**config.mk**
```make
export PLATFORM = sky130hd
export DESIGN_NAME = sbus_frame_decoder_top
export DESIGN_NICKNAME = d
export VERILOG_FILES = /design/src/hw/rtl/sfd_pkg.sv /design/src/hw/rtl/sfd_acc.sv /design/src/hw/rtl/sfd_seq.sv /design/src/hw/rtl/sbus_frame_decoder_top.sv
export VERILOG_INCLUDE_DIRS = /design/src /design/src/hw/rtl
export SDC_FILE = /design/constraint.sdc
export NUM_CORES = 1
export LEC_CHECK = 0
export BUFFER_PORTS_ARGS = -buffer_cell sky130_fd_sc_hd__buf_2
export CORE_ASPECT_RATIO = 2
export CORE_MARGIN = 2
export CORE_UTILIZATION = 26
export DETAILED_ROUTE_END_ITERATION = 8
export HOLD_SLACK_MARGIN = 0.1
export PLACE_DENSITY = 0.39
export REMOVE_ABC_BUFFERS = 1
export SYNTH_ARGS = -nofsm -noshare
export SYNTH_HDL_FRONTEND = slang
export SYNTH_HIERARCHICAL = 1
export SYNTH_SLANG_ARGS = --single-unit
```
**constraint.sdc**
```tcl
create_clock -name clk -period 6.7 [get_ports clk]
set_input_delay 1.34 -clock clk [delete_from_list [all_inputs] [get_ports clk]]
set_output_delay 1.34 -clock clk [all_outputs]
set_load 0.05 [all_outputs]
```
**src/hw/rtl/sbus_frame_decoder_top_defines.svh**
```systemverilog
// Assertion macros used by the frame decoder sequencer.
// Each macro expects clk and arst_n in the enclosing scope.
`ifndef SBUS_FRAME_DECODER_TOP_DEFINES_SVH
`define SBUS_FRAME_DECODER_TOP_DEFINES_SVH
`ifndef NO_ASSERTIONS
`define SFD_ASSERT_IMP(lbl, ante, cons) \
	lbl: assert property (@(posedge clk) disable iff (!arst_n) (ante) |-> (cons)) \
		else $error("sfd same-cycle check failed");
`define SFD_ASSERT_NXT(lbl, ante, cons) \
	lbl: assert property (@(posedge clk) disable iff (!arst_n) (ante) |=> (cons)) \
		else $error("sfd next-cycle check failed");
`else
`define SFD_ASSERT_IMP(lbl, ante, cons)
`define SFD_ASSERT_NXT(lbl, ante, cons)
`endif
`endif

```
**src/hw/rtl/sfd_pkg.sv**
```systemverilog
package sfd_pkg;

	localparam int NUM_CH    = 16;
	localparam int CH_BITS   = 11;
	localparam int CH_IDX_W  = $clog2(NUM_CH);
	localparam int SH_W      = $clog2(CH_BITS);
	localparam int POS_W     = 5;
	localparam int BYTE_W    = 8;
	localparam int BIT_CNT_W = $clog2(BYTE_W);

	localparam logic [BYTE_W-1:0] START_BYTE = 8'h0F;
	localparam logic [BYTE_W-1:0] END_BYTE   = 8'h00;
	localparam logic [POS_W-1:0]  HUNT_POS   = 5'd0;
	localparam logic [POS_W-1:0]  FIRST_POS  = 5'd1;
	localparam logic [POS_W-1:0]  FLAGS_POS  = 5'd23;
	localparam logic [POS_W-1:0]  END_POS    = 5'd24;
	localparam logic [SH_W-1:0]   SH_LAST    = SH_W'(CH_BITS - 1);
	localparam int FS_BIT   = 4;
	localparam int LOST_BIT = 5;

	// One bit write into the accumulator bank, or a clear of the whole bank.
	typedef struct packed {
		logic                clear;
		logic                wr;
		logic [CH_IDX_W-1:0] ch;
		logic [SH_W-1:0]     sh;
		logic                bit_val;
	} acc_cmd_t;

	typedef struct packed {
		logic [CH_IDX_W-1:0] idx;
		logic [CH_BITS-1:0]  value;
		logic                failsafe;
		logic                link_lost;
		logic                last;
	} emit_t;

endpackage

```
**src/hw/rtl/sfd_acc.sv**
```systemverilog
module sfd_acc (
	input  logic                           clk,
	input  logic                           arst_n,
	input  sfd_pkg::acc_cmd_t              cmd,
	input  logic [sfd_pkg::CH_IDX_W-1:0]   rd_ch,
	output logic [sfd_pkg::CH_BITS-1:0]    rd_data
);
	import sfd_pkg::*;

	logic [CH_BITS-1:0] acc_q [NUM_CH];
	logic [CH_BITS-1:0] set_mask;

	assign set_mask = CH_BITS'(cmd.bit_val) << cmd.sh;
	assign rd_data  = acc_q[rd_ch];

	always_ff @(posedge clk or negedge arst_n) begin
		if (!arst_n) begin
			for (int i = 0; i < NUM_CH; i++) begin
				acc_q[i] <= '0;
			end
		end else if (cmd.clear) begin
			for (int i = 0; i < NUM_CH; i++) begin
				acc_q[i] <= '0;
			end
		end else if (cmd.wr) begin
			acc_q[cmd.ch] <= acc_q[cmd.ch] | set_mask;
		end
	end

endmodule

```
**src/hw/rtl/sfd_seq.sv**
```systemverilog
`include "sbus_frame_decoder_top_defines.svh"

module sfd_seq (
	input  logic                          clk,
	input  logic                          arst_n,
	input  logic [sfd_pkg::BYTE_W-1:0]    rx_byte,
	input  logic                          rx_valid,
	output logic                          rx_ready,
	output sfd_pkg::acc_cmd_t             acc_cmd,
	output logic [sfd_pkg::CH_IDX_W-1:0]  rd_ch,
	input  logic [sfd_pkg::CH_BITS-1:0]   rd_data,
	output logic                          emit_valid,
	output sfd_pkg::emit_t                emit,
	input  logic                          emit_ready
);
	import sfd_pkg::*;

	typedef enum logic [2:0] {
		ST_IDLE   = 3'b001,
		ST_UNPACK = 3'b010,
		ST_EMIT   = 3'b100
	} state_t;

	state_t                state_q;
	logic [POS_W-1:0]      pos_q;
	logic [BIT_CNT_W-1:0]  bit_cnt_q;
	logic [CH_IDX_W-1:0]   ch_q;
	logic [SH_W-1:0]       sh_q;
	logic [CH_IDX_W-1:0]   emit_idx_q;
	logic                  fs_q;
	logic                  lost_q;
	logic [BYTE_W-1:0]     shift_q;

	logic rx_acc;
	logic hunting;
	logic is_start;
	logic emit_last;

	assign rx_ready  = (state_q == ST_IDLE);
	assign rx_acc    = rx_valid && rx_ready;
	assign hunting   = (pos_q == HUNT_POS) || (pos_q > END_POS);
	assign is_start  = (rx_byte == START_BYTE);
	assign emit_last = (emit_idx_q == CH_IDX_W'(NUM_CH - 1));

	// The bit inserter walks the frame's stream bits in order, so the
	// channel and bit offset counters replace the divide by eleven.
	always_comb begin
		acc_cmd.clear   = rx_acc && hunting && is_start;
		acc_cmd.wr      = (state_q == ST_UNPACK);
		acc_cmd.ch      = ch_q;
		acc_cmd.sh      = sh_q;
		acc_cmd.bit_val = shift_q[0];
	end

	assign rd_ch = emit_idx_q;

	always_comb begin
		emit_valid     = (state_q == ST_EMIT);
		emit.idx       = emit_idx_q;
		emit.value     = rd_data;
		emit.failsafe  = fs_q;
		emit.link_lost = lost_q;
		emit.last      = emit_last;
	end

	always_ff @(posedge clk) begin
		if (rx_acc) begin
			shift_q <= rx_byte;
		end else if (state_q == ST_UNPACK) begin
			shift_q <= shift_q >> 1;
		end
	end

	always_ff @(posedge clk or negedge arst_n) begin
		if (!arst_n) begin
			state_q    <= ST_IDLE;
			pos_q      <= HUNT_POS;
			bit_cnt_q  <= '0;
			ch_q       <= '0;
			sh_q       <= '0;
			emit_idx_q <= '0;
			fs_q       <= 1'b0;
			lost_q     <= 1'b0;
		end else begin
			unique case (state_q)
				ST_IDLE: begin
					if (rx_acc) begin
						priority if (hunting) begin
							pos_q <= is_start ? FIRST_POS : HUNT_POS;
							if (is_start) begin
								ch_q <= '0;
								sh_q <= '0;
							end
						end else if (pos_q == END_POS) begin
							pos_q <= HUNT_POS;
							if (rx_byte == END_BYTE) begin
								state_q    <= ST_EMIT;
								emit_idx_q <= '0;
							end
						end else if (pos_q == FLAGS_POS) begin
							fs_q   <= rx_byte[FS_BIT];
							lost_q <= rx_byte[LOST_BIT];
							pos_q  <= END_POS;
						end else begin
							pos_q     <= pos_q + FIRST_POS;
							bit_cnt_q <= '0;
							state_q   <= ST_UNPACK;
						end
					end
				end
				ST_UNPACK: begin
					bit_cnt_q <= bit_cnt_q + 1'b1;
					if (sh_q == SH_LAST) begin
						sh_q <= '0;
						ch_q <= ch_q + 1'b1;
					end else begin
						sh_q <= sh_q + 1'b1;
					end
					if (bit_cnt_q == '1) begin
						state_q <= ST_IDLE;
					end
				end
				ST_EMIT: begin
					if (emit_ready) begin
						emit_idx_q <= emit_idx_q + 1'b1;
						if (emit_last) begin
							state_q <= ST_IDLE;
						end
					end
				end
				default: begin
					state_q <= ST_IDLE;
				end
			endcase
		end
	end

	`SFD_ASSERT_NXT(a_unpack_done, (state_q == ST_UNPACK) && (bit_cnt_q == '1), state_q == ST_IDLE)
	`SFD_ASSERT_NXT(a_good_end, rx_acc && !hunting && (pos_q == END_POS) && (rx_byte == END_BYTE), emit_valid && (emit_idx_q == '0))
	`SFD_ASSERT_NXT(a_emit_hold, emit_valid && !emit_ready, emit_valid && $stable(emit_idx_q))
	`SFD_ASSERT_NXT(a_last_done, emit_valid && emit_ready && emit_last, rx_ready)
	`SFD_ASSERT_IMP(a_no_overlap, emit_valid || (state_q == ST_UNPACK), !rx_ready)

endmodule

```
**src/hw/rtl/sbus_frame_decoder_top.sv**
```systemverilog
// Start, flags and dropped-end bytes are taken without a stall; a data byte
// stalls while the shared bit inserter writes its eight bits one per cycle.
// A good end byte puts out sixteen channel beats, one per cycle when taken at
// once; the first passes through the sequencer state and the output register,
// and no byte is accepted until the sixteenth has entered the output register.
// Reset clears the position, the accumulators, the flags and the output valid.
module sbus_frame_decoder_top (
	input  logic                          clk,
	input  logic                          arst_n,
	input  logic [sfd_pkg::BYTE_W-1:0]    rx_byte,
	input  logic                          rx_valid,
	output logic                          rx_ready,
	output logic [sfd_pkg::CH_IDX_W-1:0]  channel_index,
	output logic [sfd_pkg::CH_BITS-1:0]   channel_value,
	output logic                          failsafe,
	output logic                          link_lost,
	output logic                          last_channel,
	output logic                          ch_valid,
	input  logic                          ch_ready
);
	import sfd_pkg::*;

	acc_cmd_t            acc_cmd;
	logic [CH_IDX_W-1:0] rd_ch;
	logic [CH_BITS-1:0]  rd_data;
	logic                emit_valid;
	emit_t               emit;
	logic                emit_ready;
	logic                out_valid_q;
	emit_t               out_q;

	sfd_acc u_acc (
		.clk     (clk),
		.arst_n  (arst_n),
		.cmd     (acc_cmd),
		.rd_ch   (rd_ch),
		.rd_data (rd_data)
	);

	sfd_seq u_seq (
		.clk        (clk),
		.arst_n     (arst_n),
		.rx_byte    (rx_byte),
		.rx_valid   (rx_valid),
		.rx_ready   (rx_ready),
		.acc_cmd    (acc_cmd),
		.rd_ch      (rd_ch),
		.rd_data    (rd_data),
		.emit_valid (emit_valid),
		.emit       (emit),
		.emit_ready (emit_ready)
	);

	// The output register refills in the same cycle its beat is taken.
	assign emit_ready = !out_valid_q || ch_ready;

	always_ff @(posedge clk or negedge arst_n) begin
		if (!arst_n) begin
			out_valid_q <= 1'b0;
		end else if (emit_ready) begin
			out_valid_q <= emit_valid;
		end
	end

	always_ff @(posedge clk) begin
		if (emit_ready && emit_valid) begin
			out_q <= emit;
		end
	end

	assign ch_valid      = out_valid_q;
	assign channel_index = out_q.idx;
	assign channel_value = out_q.value;
	assign failsafe      = out_q.failsafe;
	assign link_lost     = out_q.link_lost;
	assign last_channel  = out_q.last;

endmodule
```
# After elaboration in Yosys (flattened, before gate mapping)
# Cells that the tools add are included.
[totals]
register_bits = 228
in_bits = 12
output_inout_bits = 20
wordCells = 134
[op_classes]
add_sub_neg = 5
magnitude_cmp = 4
n_eq_ne = 23
shift = 1
mux = 44
bitwise = 5
n_reduce_logical = 21
[ops]
columns = ["op", "n"]
rows = [
  ["2-to-1 mux 176 bit", 2],
  ["bitwise mux 176 bit", 1],
  ["binary-select mux 11 bit (select 4 bit)", 2],
  ["2-to-1 mux 11 bit", 5],
  ["demux 11 bit (select 4 bit)", 1],
  ["2-to-1 mux 4 bit", 10],
  ["2-to-1 mux 3 bit", 12],
  ["one-hot mux 4 bit (2 select lines)", 3],
  ["2-to-1 mux 8 bit", 2],
  ["!= test 2 bit (second input constant)", 8],
  ["2-to-1 mux 5 bit", 3],
  ["AND reduction 5 bit", 3],
  ["adder 4 x 1 -> 4 bit (second input constant)", 3],
  ["OR 11 bit", 1],
  ["left shift 1 x 4 -> 11 bit", 1],
  ["equality test 5 bit (second input constant)", 2],
  ["greater-or-equal comparator 5 bit (second input constant)", 2],
  ["NOT 4 -> 5 bit", 2],
  ["one-hot mux 3 bit (3 select lines)", 1],
  ["equality test 4 bit (second input constant)", 2],
  ["equality test 8 x 4 -> 1 bit (second input constant)", 1],
  ["logical NOT 8 bit", 1],
  ["!= test 2 x 1 -> 1 bit (second input constant)", 4],
  ["nonzero test 2 bit", 4],
  ["other kinds (19)", 27],
]

# Logic depth before layout (Yosys ltp)
[depth]
ltp_word = 8
mapped_depth = 10

# Hierarchy
# Netlist, hierarchy kept.
[by_module_without_submodules]
columns = ["module", "n_inst", "cells_per_inst", "area_per_inst_um2"]
rows = [
  ["sfd_acc", 1, 774, 9613.0],
  ["sfd_seq", 1, 205, 1949.4],
  ["sbus_frame_decoder_top", 1, 22, 594.3],
]

# Worst setup path after synthesis
# No wires, ideal clock.
[synth_path]
path_type = "input to register"
from = "in rx_byte[6] in the netlist's numbering"
to = "reg u_acc/acc_q[114] in the netlist's numbering"
arrival_ps = 3391
required_time_ps = 6579
slack_ps = 3188
cell_stages = 7
n_path_buf = 2
path_cell_list = "or4_4 or3_4 nor3_2 clkbuf_1 clkbuf_1 nor2_1 a22o_1"
[synth_rtl]
columns = ["item", "line_no", "text"]
rows = [
  ["start: declaration", "sbus_frame_decoder_top.sv:10", "input logic [sfd_pkg::BYTE_W-1:0] rx_byte,"],
  ["end signal: indexed assignment", "sfd_acc.sv:26", "acc_q[cmd.ch] <= acc_q[cmd.ch] | set_mask;"],
  ["end: declaration", "sfd_acc.sv:10", "logic [CH_BITS-1:0] acc_q [NUM_CH];"],
]

==> impl_metrics.yaml <==
worst_setup_path:
  crit_buf_inv: 2
  path_delay_family: "simple AND/OR/NAND/NOR gates"
  startpoint: "rx_byte[6]"
  cp_slowest_cell: "or4_4"
  cpPeakStageDelay_ns: 0.56
  r2r_slack_ns: 3.13
  worst-setup-path-type: "in2reg"
  crit_arrival_ns: 4.03
  cp.required_ns: 7.09
  cp-start-kind: "input port"
  r2r_cells: 5
  worstReg2RegStart: "u_seq/ch_q[0]"
  cp_cell_sequence: "buf_2 > or4_4 > or3_4 > nor3_4 > buf_4 > nand2b_1 > nor3_1 > nand2_1 > o2bb2ai_1"
  endpoint_kind: "register"
  worstReg2RegEnd: "u_acc/acc_q[94]"
  crit_path_max_fanout: 49
drt:
  wl_microns: 37700
  vias_per_cell: 5.26
  wl_per_cell_microns: 23.0
  drt-initial-drc-count: 548
  route.detailed.drc: 0
  num_vias: 8628
  drtPass1Iterations: 5
  ant_nets: 0
flow_run:
  cap_violations: 0
floorplan:
  rows: 112
  die_area_sq_um: 48600
  chipHeight_microns: 310
  pin_count: 32
  coreArea_sq_um: 46400
  die_width_microns: 157
  initial_utilization_pct: 26.2
power_and_ir_drop:
  p_comb_share_pct: 33.9
  vdd_drop_max_uv: 194
  clockPowerShare_pct: 28.3
  swShare_pct: 38.6
  p_switching_mw: 1.95
  pwr-share-seq_pct: 37.8
  internal-power_mw: 3.10
  power_mw: 5.05
  p_per_area_nw_per_um2: 369
  p_leak_nw: 5.20
layout:
  nets: 1016
  fin_cells: 1640
  final_cell_mix: "198 x dfrtp_1, 147 x nor2_1, 88 x a211oi_1"
  area_growth_pct: 12.5
  fin_area_sq_um: 13700
  layout_commonest_cell: "dfrtp_1"
  final_util_pct: 29.5
  antennaDiodeCount: 0
  drive_gt1_share_pct: 19.6
placement:
  placed_area_sq_um: 12900
  hpwl_microns: 25600
  place_congestion: 0.799
  pre_cts_slack_ns: 2.49
  placement.io_buffers: 31
  dp_cells: 1596
clock_network:
  htreeDepth: 1
  post-cts-setup-buffers: 0
  cts.sinks: 228
  holdBufCountCts: 0
  clockBufferDepth: 3
  cts_made_buffers: 25
  cts_tree: "built"
  worstSkewPairLatency_ns: 0.54
  cts_resized: 0
  clk_pin_slew_worst_paths_ns: 0.06
  cts-root-buf: "clkbuf_16"
timing:
  whs_ns: 0.454
  finalClockSkew_ns: 0.0112
  hold_violations: 0
  maxSlewViolCount: 0
  finalWorstSetupSlack_ns: 3.06
  setup_viol: 0
  rsz0062_at_grt: "no"
  fmax_mhz: 275
  max_slew.worst_pin.slew_ns: 1.17
  relSlewSlack_pct: 20.9
  setup-tns-final_ns: 0
  period_share_pct: 54.3
  fin_crit_ns: 3.64
worst_hold_path:
  holdPathStages: 0
  whs_endpoint: "failsafe"
  worstHoldStart: "u_seq/fs_q"
  hold_class: "reg2reg"
logic_synthesis:
  ys_warn_count: 6
  yosysSeqAreaShare_pct: 48.0
  synth_top_area_share_pct: 41.4
  syn-cell-area_sq_um: 12200
  syn_area_per_cell_sq_um: 12.1
  async_flop_share_pct: 88.6
  synth_top_area_cell: "dfrtp_1"
  synth.area.top_cells: "dfrtp_1 41%, mux4_2 14%, edfxtp_1 6.4%, a211oi_1 5.4%, o2bb2ai_1 5.2%"
  ys_types: 72
  ys_ff_latch: 228
  synth_edf_count: 26
  syn_inst: 1001
  ys.flop_type: "dfrtp_1"
global_routing:
  grt_first_pass_wirelength_microns: 58300
  grt_max_degree: 106
  overflow: 0
  grt_usage_pct: 15.8
  grt_pass1_vias: 8726
  antenna_found_initial: 1
status:
  outcome: "finished, final reports clean"
layer usage:
| metal | track usage, % | up-vias | part of all wire (%) |
|---|---|---|---|
| met5 | 0 | - | 0 |
| met4 | 4.25 | 0 | 2.5 |
| met3 | 2.17 | 50 | 4.9 |
| met2 | 25.4 | 231 | 48 |
| met1 | 22.4 | 4488 | 45 |
| li1 | - | 3859 | - |
synth_stat cells (all sizes together), types with 4 or more instances:
master / count
dfrtp: 201
nor2: 147
a211oi: 88
mux4: 77
o2bb2ai: 72
nand2: 54
mux2i: 44
clkbuf: 41
buf: 39
edfxtp: 26
o22ai: 20
a22o: 18
nor3: 18
inv: 15
mux2: 13
nor4: 12
nand3b: 10
o21ai: 10
ha: 8
nand2b: 8
nand3: 8
a31oi: 6
or3b: 6
o211ai: 5
and2: 4
nor3b: 4
or3: 4
logic make-up after synthesis:
logic type                 synth area share (%)
adders and majority gates                 0.823
AOI/OAI and AO/OA                          15.4
buffers and inverters                      3.86
and+or+nand+nor                            12.6
xor gates and xnor gates                  0.144
DFF                                        48.0
muxes                                      19.1
registers in the layout, indices dropped and copies added (netlist names), 3 cells and up:
signal           count
u_seq/state_q        3
u_acc/acc_q        176
u_seq/sh_q           4
channel_index        4
channel_value       11
u_seq/bit_cnt_q      3
u_seq/pos_q          5
u_seq/ch_q           4
u_seq/shift_q        8
u_seq/rd_ch          4
power by group through the flow:
| stage | clock (mW) | sequential [mW] | combinational (mW) |
|---|---|---|---|
| finish | 1.43 | 1.91 | 1.71 |
| global route | 1.54 | 1.95 | 1.86 |
| CTS | 1.48 | 1.92 | 1.71 |
| detailed placement | 0 | 1.94 | 1.70 |
| global placement | 0 | 1.93 | 1.70 |
| floorplan | 0 | 1.89 | 1.16 |
area by class of cell:
class                      count  area, sq um
fill                        4701        32700
clock buffer                  39          728
clock inverter                 5          100
inverter                      15         56.3
sequential                   228         5850
tap                          627          785
timing repair buffer          48          304
multi-input combinational    678         5860
worst max path at each step:
stage	end	slack [ns]	cells after the start
2_1_floorplan	u_acc/acc_q[103]	0.1	5
3_3_place_gp	u_acc/acc_q[143]	2.57	9
3_5_place_dp	u_acc/acc_q[162]	2.49	9
4_1_cts	u_acc/acc_q[159]	3.07	9
5_1_grt	u_acc/acc_q[154]	2.91	9
6_report	u_acc/acc_q[144]	3.06	9
Power figures use the tool's default switching activity.
